**src/hw/rtl/edd_pkg.sv**
```systemverilog
package edd_pkg;

  // fixed field widths
  localparam int LEVEL_W  = 8;
  localparam int CFG_W    = 12;
  localparam int NUM_CHAN = 3;

  // defaults for the top level parameters
  localparam int LINE_MAX_DEF  = 2048;
  localparam int FRAC_BITS_DEF = 4;

  // line_length after reset
  localparam logic [CFG_W-1:0] LEN_RESET = 12'd2048;

  // depth of the queue between front and back
  localparam int QUEUE_DEPTH = 2;

  // diffusion weights, in sixteenths
  localparam int WEIGHT_RIGHT       = 7;
  localparam int WEIGHT_BELOW_LEFT  = 3;
  localparam int WEIGHT_BELOW       = 5;
  localparam int WEIGHT_BELOW_RIGHT = 1;
  localparam int WEIGHT_SHIFT       = 4;

  typedef struct packed {
    logic [LEVEL_W-1:0] red;
    logic [LEVEL_W-1:0] green;
    logic [LEVEL_W-1:0] blue;
  } edd_pix_t;

  // per-pixel classification made by the front
  typedef struct packed {
    logic frame_start;
    logic first_line;
    logic last;
  } edd_ctl_t;

endpackage

```
**src/hw/rtl/edd_queue.sv**
```systemverilog
module edd_queue import edd_pkg::*; #(
  parameter int W = 1
) (
  input  logic         clk,
  input  logic         rst_n,
  input  logic         push,
  input  logic [W-1:0] din,
  output logic         ready,
  input  logic         pop,
  output logic         valid,
  output logic [W-1:0] dout
);

  localparam int PW   = (QUEUE_DEPTH > 1) ? $clog2(QUEUE_DEPTH) : 1;
  localparam int CNTW = $clog2(QUEUE_DEPTH + 1);

  logic [W-1:0]    slots_r [QUEUE_DEPTH];
  logic [PW-1:0]   wr_ptr_r, wr_ptr_nxt;
  logic [PW-1:0]   rd_ptr_r, rd_ptr_nxt;
  logic [CNTW-1:0] count_r, count_nxt;

  assign ready = count_r != CNTW'(QUEUE_DEPTH);
  assign valid = count_r != '0;
  assign dout  = slots_r[rd_ptr_r];

  // slot storage
  always_ff @(posedge clk) begin
    if (push) begin
      slots_r[wr_ptr_r] <= din;
    end
  end

  // pointers and fill level
  always_comb begin
    wr_ptr_nxt = wr_ptr_r;
    rd_ptr_nxt = rd_ptr_r;
    if (push) begin
      wr_ptr_nxt = (wr_ptr_r == PW'(QUEUE_DEPTH - 1)) ? '0 : wr_ptr_r + PW'(1);
    end
    if (pop) begin
      rd_ptr_nxt = (rd_ptr_r == PW'(QUEUE_DEPTH - 1)) ? '0 : rd_ptr_r + PW'(1);
    end
    unique case ({push, pop})
      2'b10:   count_nxt = count_r + CNTW'(1);
      2'b01:   count_nxt = count_r - CNTW'(1);
      default: count_nxt = count_r;
    endcase
  end

  always_ff @(posedge clk) begin
    if (!rst_n) begin
      wr_ptr_r <= '0;
      rd_ptr_r <= '0;
      count_r  <= '0;
    end else begin
      wr_ptr_r <= wr_ptr_nxt;
      rd_ptr_r <= rd_ptr_nxt;
      count_r  <= count_nxt;
    end
  end

endmodule

```
**config.mk**
```make
export PLATFORM = sky130hd
export DESIGN_NAME = edd_queue
export DESIGN_NICKNAME = d
export VERILOG_FILES = /design/src/hw/rtl/edd_pkg.sv /design/src/hw/rtl/edd_queue.sv
export SDC_FILE = /design/constraint.sdc
export NUM_CORES = 1
export LEC_CHECK = 0
export BUFFER_PORTS_ARGS = -buffer_cell sky130_fd_sc_hd__clkbuf_2
export CAP_MARGIN = 30
export CORE_AREA = 2 2 39 41
export CTS_CLUSTER_DIAMETER = 100
export DETAILED_ROUTE_END_ITERATION = 8
export DIE_AREA = 0 0 41 43
export SLEW_MARGIN = 20
export SYNTH_ARGS = -nofsm -noshare
export SYNTH_HDL_FRONTEND = slang
export SYNTH_SLANG_ARGS = --single-unit
export TNS_END_PERCENT = 100
```
**constraint.sdc**
```tcl
create_clock -name clk -period 1.71 [get_ports clk]
set_input_delay 0.0855 -clock clk [delete_from_list [all_inputs] [get_ports clk]]
set_output_delay 0.0855 -clock clk [all_outputs]
set_load 0.01 [all_outputs]
```
==> impl_metrics.json <==
{
  "syn_nets": 31,
  "slowest_stage": "mux2_2",
  "ctsResizeCount": 0,
  "cts_tree": "built",
  "cp_data_arrival_time_ns": 1.00,
  "cp_num_buf_inv": 1,
  "power_switching_w": 0.0000990,
  "tightest_slew_ns": 0.157,
  "dr.first_iter.drc_count": 2,
  "pwr-share-comb_pct": 15.5,
  "postCtsHoldBufs": 0,
  "powerDensity_mw_per_mm2": 1120,
  "period_share_pct": 63.7,
  "grt_usage_pct": 6.25,
  "io_buffers": 7,
  "ir_worst_vdd_uv": 404,
  "vias": 201,
  "core_area_mm2": 0.00138,
  "synth_top_area_cell": "dfxtp_1",
  "fin_crit_ns": 1.09,
  "cp_max_fo": 1,
  "clk_path_buf_depth": 2,
  "crit_chain": "mux2_2, clkbuf_2",
  "critPathKind": "register to output pin",
  "ys_seq_area_share_pct": 55.7,
  "p_leak_nw": 0.158,
  "die_h_um": 43,
  "slowest_delay_ns": 0.32,
  "netlist_area_um2": 288,
  "power_w": 0.000413,
  "cp-end-kind": "output pin",
  "num_io_pins": 8,
  "cts.sinks": 7,
  "status": "completed",
  "grt_overflow": 0,
  "ys_seq_elements": 7,
  "syn2layout_area_growth_pct": 28.3,
  "clkPwrFrac_pct": 36.8,
  "htreeDepth": 1,
  "grt_setup_unrepaired": "no",
  "relSlewSlack_pct": 89.5,
  "dp_slack_ns": 0.587,
  "placementRows": 14,
  "synth.distinct_cells": 16,
  "postRouteAntennaNets": 0,
  "netlist.area_leader.share_pct": 34.8,
  "synthTopCellsByArea": "dfxtp_1 (35%), edfxtp_1 (21%), and2_1 (8.7%)",
  "layout_setup_ws_ns": 0.622,
  "ys_warn_count": 0,
  "hp-class": "input port to register",
  "drv_cap": 0,
  "clkTransAtPathRegs_ns": 0.06,
  "drt-total-wl_um": 406,
  "seqPwrFrac_pct": 47.8,
  "fmax_mhz": 919,
  "place_congestion": 0.708,
  "syn_avg_cell_area_um2": 11.5,
  "final_core_util_pct": 26.7,
  "holdWs_ns": 0.0240,
  "grt_antenna_before_repair": 0,
  "wl_per_cell_um": 7.81,
  "drv_slew": 0,
  "layout-drive-gt1-share_pct": 33.3,
  "numCtsBuffers": 3,
  "final-setup-viol-count": 0,
  "fin_setup_tns_ns": 0,
  "start_util_pct": 20.8,
  "p_sw_share_pct": 24.0,
  "skew_ns": 0.00422,
  "grt_start_max_net_pins": 6,
  "start_kind": "register",
  "die_area_mm2": 0.00176,
  "required_ns": 1.62,
  "crit_family": "multiplexers",
  "synthCells": 25,
  "n_antenna_cell": 0,
  "die_w_um": 41,
  "cts_root_buf": "clkbuf_4",
  "clock_latency_ns": 0.25,
  "routed_via_density": 3.87,
  "drcViolationCount": 0,
  "first_pass_iters": 2,
  "num-nets-final": 43,
  "p_int_w": 0.000314,
  "hold_viol": 0,
  "postCtsSetupRepairBufs": 0,
  "grt_pass1_wl_um": 621,
  "grt_pass1_vias": 160
}
## power groups by stage
stage               clock (W)  combinational (W)  sequential [W]
global placement            0          0.0000643        0.000200
finish               0.000152          0.0000638        0.000197
floorplan                   0          0.0000453        0.000198
CTS                  0.000158          0.0000653        0.000197
detailed placement          0          0.0000650        0.000201
global route         0.000170          0.0000729        0.000198
## synthesized netlist by cell type
library cell  number
a21boi_1           1
and2_1             4
dfxtp_1            5
edfxtp_1           2
ha_1               1
inv_1              1
mux2_2             1
nand2b_1           1
nor2_1             1
nor2b_1            1
o21a_1             1
o21ai_0            1
or2_2              1
or3_1              1
xnor2_1            2
xor2_1             1
## area by class of cell
type	instances	area, um^2
Fill cell	152	1010
Sequential cell	7	160
Multi-Input combinational cell	17	124
Timing Repair Buffer	7	35.0
Clock buffer	4	26.3
Tap cell	16	20.0
Inverter	1	3.75
## placed cells by master (no fill, tap or decap), drive strengths merged, types with 2 or more instances in the layout
master	count
dfxtp	5
and2	4
clkbuf	11
edfxtp	2
xnor2	2
## final timing paths
check,start,to,slack (ns),cells after the start
min reg2reg,count_r[1],count_r[1],0.50,2
min,din,slots_r[0],0.02,1
max reg2reg,count_r[0],count_r[1],0.73,3
max,register,dout,0.62,2
## stage by stage
stage	instance area, um^2	std cells
finish	369	52
global route	369	52
CTS	369	52
detailed placement	343	48
global placement	343	48
floorplan	288	25
## layer usage
metal	vias up	part of all wire [%]	global-route usage, %
li1	104	-	-
met1	91	46	6.19
met2	6	45	6.88
met3	0	9.6	4.71
met4	0	0	8.00
met5	-	0	0
## worst reg2reg max path: stages, from the launching register on
cell,delay (ns)
dfxtp_1,0.39
xnor2_1,0.10
or3_1,0.30
a21boi_1,0.13
## kinds of logic after synthesis
logic type / after synthesis / share of synthesized area [%]
adders and majority gates: 1 / 4.35
and+or+nand+nor: 9 / 18.7
muxes: 1 / 3.91
AOI/OAI and AO/OA: 3 / 6.96
buffers and inverters: 1 / 1.30
DFF: 7 / 55.7
xor gates and xnor gates: 3 / 9.13
No activity file was read; power rests on OpenSTA's default activity.
