File: src/hw/rtl/edd_pkg.sv
package edd_pkg;

  // fixed field widths
  localparam int LEVEL_W  = 8;
  localparam int CFG_W    = 12;
  localparam int NUM_CHAN = 3;

  // defaults for the top level parameters
  localparam int LINE_MAX_DEF  = 2048;
  localparam int FRAC_BITS_DEF = 4;

  // line_length after reset
  localparam logic [CFG_W-1:0] LEN_RESET = 12'd2048;

  // depth of the queue between front and back
  localparam int QUEUE_DEPTH = 2;

  // diffusion weights, in sixteenths
  localparam int WEIGHT_RIGHT       = 7;
  localparam int WEIGHT_BELOW_LEFT  = 3;
  localparam int WEIGHT_BELOW       = 5;
  localparam int WEIGHT_BELOW_RIGHT = 1;
  localparam int WEIGHT_SHIFT       = 4;

  typedef struct packed {
    logic [LEVEL_W-1:0] red;
    logic [LEVEL_W-1:0] green;
    logic [LEVEL_W-1:0] blue;
  } edd_pix_t;

  // per-pixel classification made by the front
  typedef struct packed {
    logic frame_start;
    logic first_line;
    logic last;
  } edd_ctl_t;

endpackage

File: src/hw/rtl/edd_if.sv
interface edd_in_if import edd_pkg::*; ();
  logic               valid;
  logic               ready;
  logic [LEVEL_W-1:0] red_level;
  logic [LEVEL_W-1:0] green_level;
  logic [LEVEL_W-1:0] blue_level;
  logic               frame_start;

  modport source (output valid, red_level, green_level, blue_level, frame_start,
                  input ready);
  modport sink   (input valid, red_level, green_level, blue_level, frame_start,
                  output ready);
endinterface


interface edd_cfg_if import edd_pkg::*; ();
  logic             valid;
  logic             ready;
  logic [CFG_W-1:0] line_length;

  modport source (output valid, line_length, input ready);
  modport sink   (input valid, line_length, output ready);
endinterface

File: src/hw/rtl/edd_front.sv
module edd_front import edd_pkg::*; #(
  parameter int LINE_MAX = LINE_MAX_DEF
) (
  input  logic                        clk,
  input  logic                        rst_n,
  edd_cfg_if.sink                     cfg_wr,
  edd_in_if.sink                      in_px,
  input  logic                        q_ready,
  output logic                        push,
  output logic [$clog2(LINE_MAX)-1:0] push_x,
  output edd_pix_t                    push_pix,
  output edd_ctl_t                    push_ctl
);

  localparam int CW = $clog2(LINE_MAX);
  localparam int LW = (CW + 1 > CFG_W) ? CW + 1 : CFG_W;

  logic [CFG_W-1:0] len_r;
  logic [CW-1:0]    col_r, col_nxt;
  logic             first_r, first_nxt;
  logic [LW-1:0]    len_ext, len_eff;
  logic [CW-1:0]    x;
  logic             last;

  // line length register, always ready
  assign cfg_wr.ready = 1'b1;

  always_ff @(posedge clk) begin
    if (!rst_n) begin
      len_r <= LEN_RESET;
    end else if (cfg_wr.valid) begin
      len_r <= cfg_wr.line_length;
    end
  end

  // clamp the length to 1..LINE_MAX
  always_comb begin
    len_ext = LW'(len_r);
    if (len_ext == '0) begin
      len_eff = LW'(1);
    end else if (len_ext > LW'(LINE_MAX)) begin
      len_eff = LW'(LINE_MAX);
    end else begin
      len_eff = len_ext;
    end
  end

  // classify the incoming word
  always_comb begin
    x    = in_px.frame_start ? '0 : col_r;
    last = (LW'(x) + LW'(1)) >= len_eff;
  end

  assign in_px.ready = q_ready;
  assign push        = in_px.valid & q_ready;
  assign push_x      = x;
  assign push_pix    = '{red: in_px.red_level, green: in_px.green_level,
                         blue: in_px.blue_level};
  assign push_ctl    = '{frame_start: in_px.frame_start,
                         first_line:  in_px.frame_start | first_r,
                         last:        last};

  // column and first-line tracking
  always_comb begin
    col_nxt   = col_r;
    first_nxt = first_r;
    if (push) begin
      col_nxt   = last ? '0 : x + CW'(1);
      first_nxt = last ? 1'b0 : (in_px.frame_start | first_r);
    end
  end

  always_ff @(posedge clk) begin
    if (!rst_n) begin
      col_r   <= '0;
      first_r <= 1'b1;
    end else begin
      col_r   <= col_nxt;
      first_r <= first_nxt;
    end
  end

endmodule

File: src/flat_wrapper.sv
// flat-port wrapper written by rule: the top's interface ports become plain ports
module edd_front_flat import edd_pkg::*;
#(
  parameter int LINE_MAX = LINE_MAX_DEF
)
  (clk, rst_n, q_ready, push, push_x, push_pix, push_ctl, cfg_wr_valid, cfg_wr_line_length, cfg_wr_ready, in_px_valid, in_px_red_level, in_px_green_level, in_px_blue_level, in_px_frame_start, in_px_ready);
  edd_cfg_if cfg_wr_i ();
  edd_in_if in_px_i ();
  input  logic clk;
  input  logic rst_n;
  input  logic q_ready;
  output logic push;
  output logic [$clog2(LINE_MAX)-1:0] push_x;
  output edd_pix_t push_pix;
  output edd_ctl_t push_ctl;
  input wire logic [$bits(cfg_wr_i.valid)-1:0] cfg_wr_valid;
  input wire logic [$bits(cfg_wr_i.line_length)-1:0] cfg_wr_line_length;
  output wire logic [$bits(cfg_wr_i.ready)-1:0] cfg_wr_ready;
  input wire logic [$bits(in_px_i.valid)-1:0] in_px_valid;
  input wire logic [$bits(in_px_i.red_level)-1:0] in_px_red_level;
  input wire logic [$bits(in_px_i.green_level)-1:0] in_px_green_level;
  input wire logic [$bits(in_px_i.blue_level)-1:0] in_px_blue_level;
  input wire logic [$bits(in_px_i.frame_start)-1:0] in_px_frame_start;
  output wire logic [$bits(in_px_i.ready)-1:0] in_px_ready;
  assign cfg_wr_i.valid = cfg_wr_valid;
  assign cfg_wr_i.line_length = cfg_wr_line_length;
  assign cfg_wr_ready = cfg_wr_i.ready;
  assign in_px_i.valid = in_px_valid;
  assign in_px_i.red_level = in_px_red_level;
  assign in_px_i.green_level = in_px_green_level;
  assign in_px_i.blue_level = in_px_blue_level;
  assign in_px_i.frame_start = in_px_frame_start;
  assign in_px_ready = in_px_i.ready;
  edd_front #(.LINE_MAX(LINE_MAX)) u_core (.clk(clk), .rst_n(rst_n), .cfg_wr(cfg_wr_i), .in_px(in_px_i), .q_ready(q_ready), .push(push), .push_x(push_x), .push_pix(push_pix), .push_ctl(push_ctl));
endmodule
File: config.mk
export PLATFORM = sky130hd
export DESIGN_NAME = edd_front_flat
export DESIGN_NICKNAME = d
export VERILOG_FILES = /design/src/hw/rtl/edd_pkg.sv /design/src/hw/rtl/edd_if.sv /design/src/hw/rtl/edd_front.sv /design/src/flat_wrapper.sv
export SDC_FILE = /design/constraint.sdc
export NUM_CORES = 1
export LEC_CHECK = 0
export BUFFER_PORTS_ARGS = -buffer_cell sky130_fd_sc_hd__buf_2
export CORE_ASPECT_RATIO = 1.5
export CORE_MARGIN = 4
export CORE_UTILIZATION = 47
export CTS_BUF_LIST = sky130_fd_sc_hd__clkbuf_2
export CTS_CLUSTER_SIZE = 40
export DETAILED_ROUTE_END_ITERATION = 8
export MAX_ROUTING_LAYER = met4
export PLACE_DENSITY = 0.82
export SYNTH_ARGS = -nofsm -noshare
export SYNTH_HDL_FRONTEND = slang
export SYNTH_SLANG_ARGS = --single-unit
File: constraint.sdc
create_clock -name clk -period 3.5 [get_ports clk]
set_input_delay 0 -clock clk [delete_from_list [all_inputs] [get_ports clk]]
set_output_delay 0 -clock clk [all_outputs]
set_load 0.03 [all_outputs]
==> results.rst <==
.. list-table::
   :header-rows: 1

   * - Metric
     - Value
   * - Multiplexer area fraction after synthesis
     - 0.0668
   * - Placed Instances
     - 225
   * - Final Critical Period
     - between 3 and 4 ns
   * - Largest stage delay on the critical path
     - 0.57 ns
   * - Cell types with the largest area share after synthesis
     - sky130_fd_sc_hd__dfxtp_1 29%, sky130_fd_sc_hd__buf_4 13%, sky130_fd_sc_hd__ha_1 9.9%, sky130_fd_sc_hd__nor2b_1 7.6%, sky130_fd_sc_hd__mux2i_1 6.7%
   * - Period Utilization, post-route
     - 0.946
   * - Count of nets after finishing
     - 267
   * - Hold violation count in the final report
     - 0
   * - Most frequent cell on the critical path
     - sky130_fd_sc_hd__a21o_1
   * - Power density cells
     - about 300 mW/mm^2
   * - Final estimated routing congestion in global placement
     - 0.847
   * - Max Slew Vio Count
     - 0
   * - Sum of routed wire length over all layers
     - 3320 um
   * - Buffers on Ports
     - 33
   * - Standard cell with the maximum stage delay on the critical path
     - sky130_fd_sc_hd__dlygate4sd3_1
   * - #FFs+latches synth
     - 24
   * - Die outline width
     - between 50 and 60 um
   * - Initial cell density of the core
     - 0.487
   * - Initial antenna violation count
     - 0
   * - I/O pin total
     - 83
   * - DRC
     - 0
   * - Share of the synthesized area in compound gates (AO/OA/AOI/OAI)
     - 0.112
   * - Bufs and invs on worst path
     - 1
   * - Number of global-route vias before repair
     - roughly 1300
   * - CTS tree
     - built
   * - Clock-pin transition on the worst setup and hold timing paths
     - roughly 0.24 ns
   * - Drt via density
     - 5.23
   * - Share of final-layout standard cells stronger than drive strength 1
     - 0.242
   * - Maximum level of the CTS H-tree
     - 1
   * - Warning count from the yosys run
     - 0
   * - Number of diodes added for antenna fixing
     - 0
   * - Post-route clock skew
     - 0.0139 ns
   * - Syn avg cell area
     - 8.91 um^2
   * - Type of the worst setup path
     - flip-flop to flip-flop
   * - Kind of cell with the highest combined delay on the critical path
     - simple AND/OR/NAND/NOR gates
   * - First-pass GRT wire length
     - 5740 um
   * - Highest-count cells in the layout ignoring fill and taps
     - 33 x sky130_fd_sc_hd__buf_2, 23 x sky130_fd_sc_hd__dlygate4sd3_1, 22 x sky130_fd_sc_hd__dfxtp_1
   * - TritonRoute pass-1 iters
     - 5
   * - Combinational family with the most area after synthesis
     - simple AND/OR/NAND/NOR gates
   * - Worst vdd ir
     - 0.211 mV
   * - Worst slack at placement
     - ~0.44 ns
   * - Worst hold-check slack
     - 0.0000132 ns
   * - Lkg Pwr
     - 0.000920 uW
   * - Clock tree sinks
     - 24
   * - Required @ worst endpoint
     - 3.83 ns
   * - Vias after detailed routing
     - between 1000 and 1500
   * - Library cell with the largest summed area after synthesis
     - sky130_fd_sc_hd__dfxtp_1
   * - Filler cell count in the final layout
     - 325
   * - Post-synth top area share
     - 0.291
   * - Simple-Gate Fraction of Synth Area
     - 0.225
   * - Synth unique cells
     - 35
   * - 1st-iter DRT viols
     - 20
   * - Post-synthesis instance area
     - 0.00165 mm^2
   * - Non-filler cells in the finished layout
     - approximately 250
   * - Startpoint type of the worst setup path
     - flip-flop
   * - Setup violations, final
     - 0
   * - Maximum number of buffers from clock root to sink
     - 2
   * - Global route total overflow
     - 0
   * - Number of max-cap violations
     - 0
   * - Final antenna-violating net count
     - 0
   * - Die ar.
     - 0.00454 mm^2
   * - Xor and xnor fraction of the mapped netlist area
     - 0.0478
   * - Maximum clock frequency
     - 302 MHz
   * - Fraction of the mapped netlist area in adder cells
     - 0.0986
   * - Total power
     - 578 uW
   * - Portion of the post-synthesis area used by sequential elements
     - 0.291
   * - Global-route usage over all layers
     - 0.161
   * - P&R area growth vs syn
     - 17.6%
   * - CTS Buf Count
     - 3
   * - Skew-Pair Late Insertion Delay
     - ~0.36 ns
   * - Largest net degree at the start of global routing
     - 16
   * - Synthesized Nets
     - 240
   * - DPL Wire Length
     - 2480 um
   * - CP max FO
     - 4
   * - Worst Slack Setup Final
     - 0.188 ns
   * - Floorplan Core Area
     - 0.00338 mm^2
   * - Root Buffer Master
     - sky130_fd_sc_hd__clkbuf_2
   * - Height of the die
     - slightly above 80 um
   * - Most frequent standard cell in the layout excluding fill and tap cells
     - sky130_fd_sc_hd__buf_2
   * - Row Count
     - 26
   * - Average wire per standard cell
     - 13.1 um
   * - Status
     - completed
   * - Path type of the worst min-delay path
     - input pin to output pin
   * - Cell Chain, Critical Path
     - nor2b_2, ha_2, nand4_1, nor3b_2, nand3_2, xnor2_2, ha_1, a21o_1, a21o_1, a211oi_2, nand2_1, o311ai_2, dlygate4sd3_1
   * - Synth Instances
     - 185
   * - Endpoint arrival time on the critical path
     - 3.64 ns
   * - Kind of capture point of the worst setup path
     - flip-flop
==> stage by stage <==
| step | util | area (um^2) | TNS (ns) |
|---|---|---|---|
| after floorplan | - | 1650 | 0 |
| after global placement | 0.479 | 1620 | 0 |
| after detailed placement | 0.479 | 1620 | 0 |
| after CTS | 0.560 | 1900 | 0 |
| after global routing | 0.573 | 1940 | -0.0262 |
| final | 0.573 | 1940 | 0 |
==> cell type report <==
cell class / count / area [um^2] / share of cell area
Inverter: 3 / 11.3 / 0.00581
Sequential cell: 24 / 483 / 0.249
Tap cell: 42 / 52.6 / 0.0271
Timing Repair Buffer: 57 / 403 / 0.208
Clock inverter: 1 / 30.0 / 0.0155
Multi-Input combinational cell: 123 / 945 / 0.487
Clock buffer: 3 / 15.0 / 0.00774
==> metal layers <==
layer | global-route usage | part of all wire | up-vias
met1 | 0.162 | 0.39 | 622
met3 | 0.0193 | 0.049 | 11
met2 | 0.303 | 0.53 | 30
met5 | - | 0 | -
li1 | - | - | 661
met4 | 0.0760 | 0.027 | 0
==> cell usage after synthesis (all sizes together) <==
| master | n |
|---|---|
| buf | 31 |
| dfxtp | 24 |
| nor2b | 20 |
| nand2 | 19 |
| ha | 13 |
| mux2i | 11 |
| a22o | 10 |
| xnor2 | 7 |
| nor2 | 6 |
| and3 | 4 |
| clkbuf | 4 |
| nand3 | 4 |
| a21oi | 3 |
| inv | 3 |
| nand4 | 3 |
| nor4 | 3 |
| a21o | 2 |
| and2b | 2 |
| and4 | 2 |
| o21ai | 2 |
| xor2 | 2 |
| a211oi | 1 |
| a31oi | 1 |
| and2 | 1 |
| conb | 1 |
| nor3 | 1 |
| nor3b | 1 |
| o211ai | 1 |
| o21bai | 1 |
| o311ai | 1 |
| o31ai | 1 |
==> final timing paths <==
path / from / to / slack [ns] / cells after the start
worst max-delay path: u_core.col_r[0] / u_core.first_r / 0.19 / 13
worst min-delay path: in_px_red_level[2] / push_pix[18] / 0.00001 / 0
worst max register to register: u_core.col_r[0] / u_core.first_r / 0.19 / 13
worst min register to register: u_core.col_r[0] / u_core.col_r[0] / 0.51 / 2
==> logic make-up after synthesis <==
kind of cell,Yosys count
xor+xnor,9
simple gates,66
mux,11
buf+inv,38
compound gates,23
fa+ha+maj,13
other cells,1
flops,24
==> power by group <==
| part | switching [uW] | internal (uW) | total, uW | leakage [uW] |
|---|---|---|---|---|
| clock | 89.0 | 98.4 | 187 | 0.0000266 |
| combinational | 49.2 | 49.3 | 98.6 | 0.000696 |
| sequential | 7.61 | 284 | 292 | 0.000197 |
| total | 146 | 432 | 578 | 0.000920 |
==> timing repair <==
item | CTS | global route
setup buffers | 0 | 1
resized for setup | 0 | 9
hold endpoints to repair | 13 | 0
setup endpoints to repair | 0 | 2
hold buffers | 23 | 0
==> flip-flops by register name, summed over array words and instances (netlist names) <==
signal,count
u_core.col_r,11
u_core.first_r,1
u_core.len_ext,12
(Power assumes the default switching activity.)
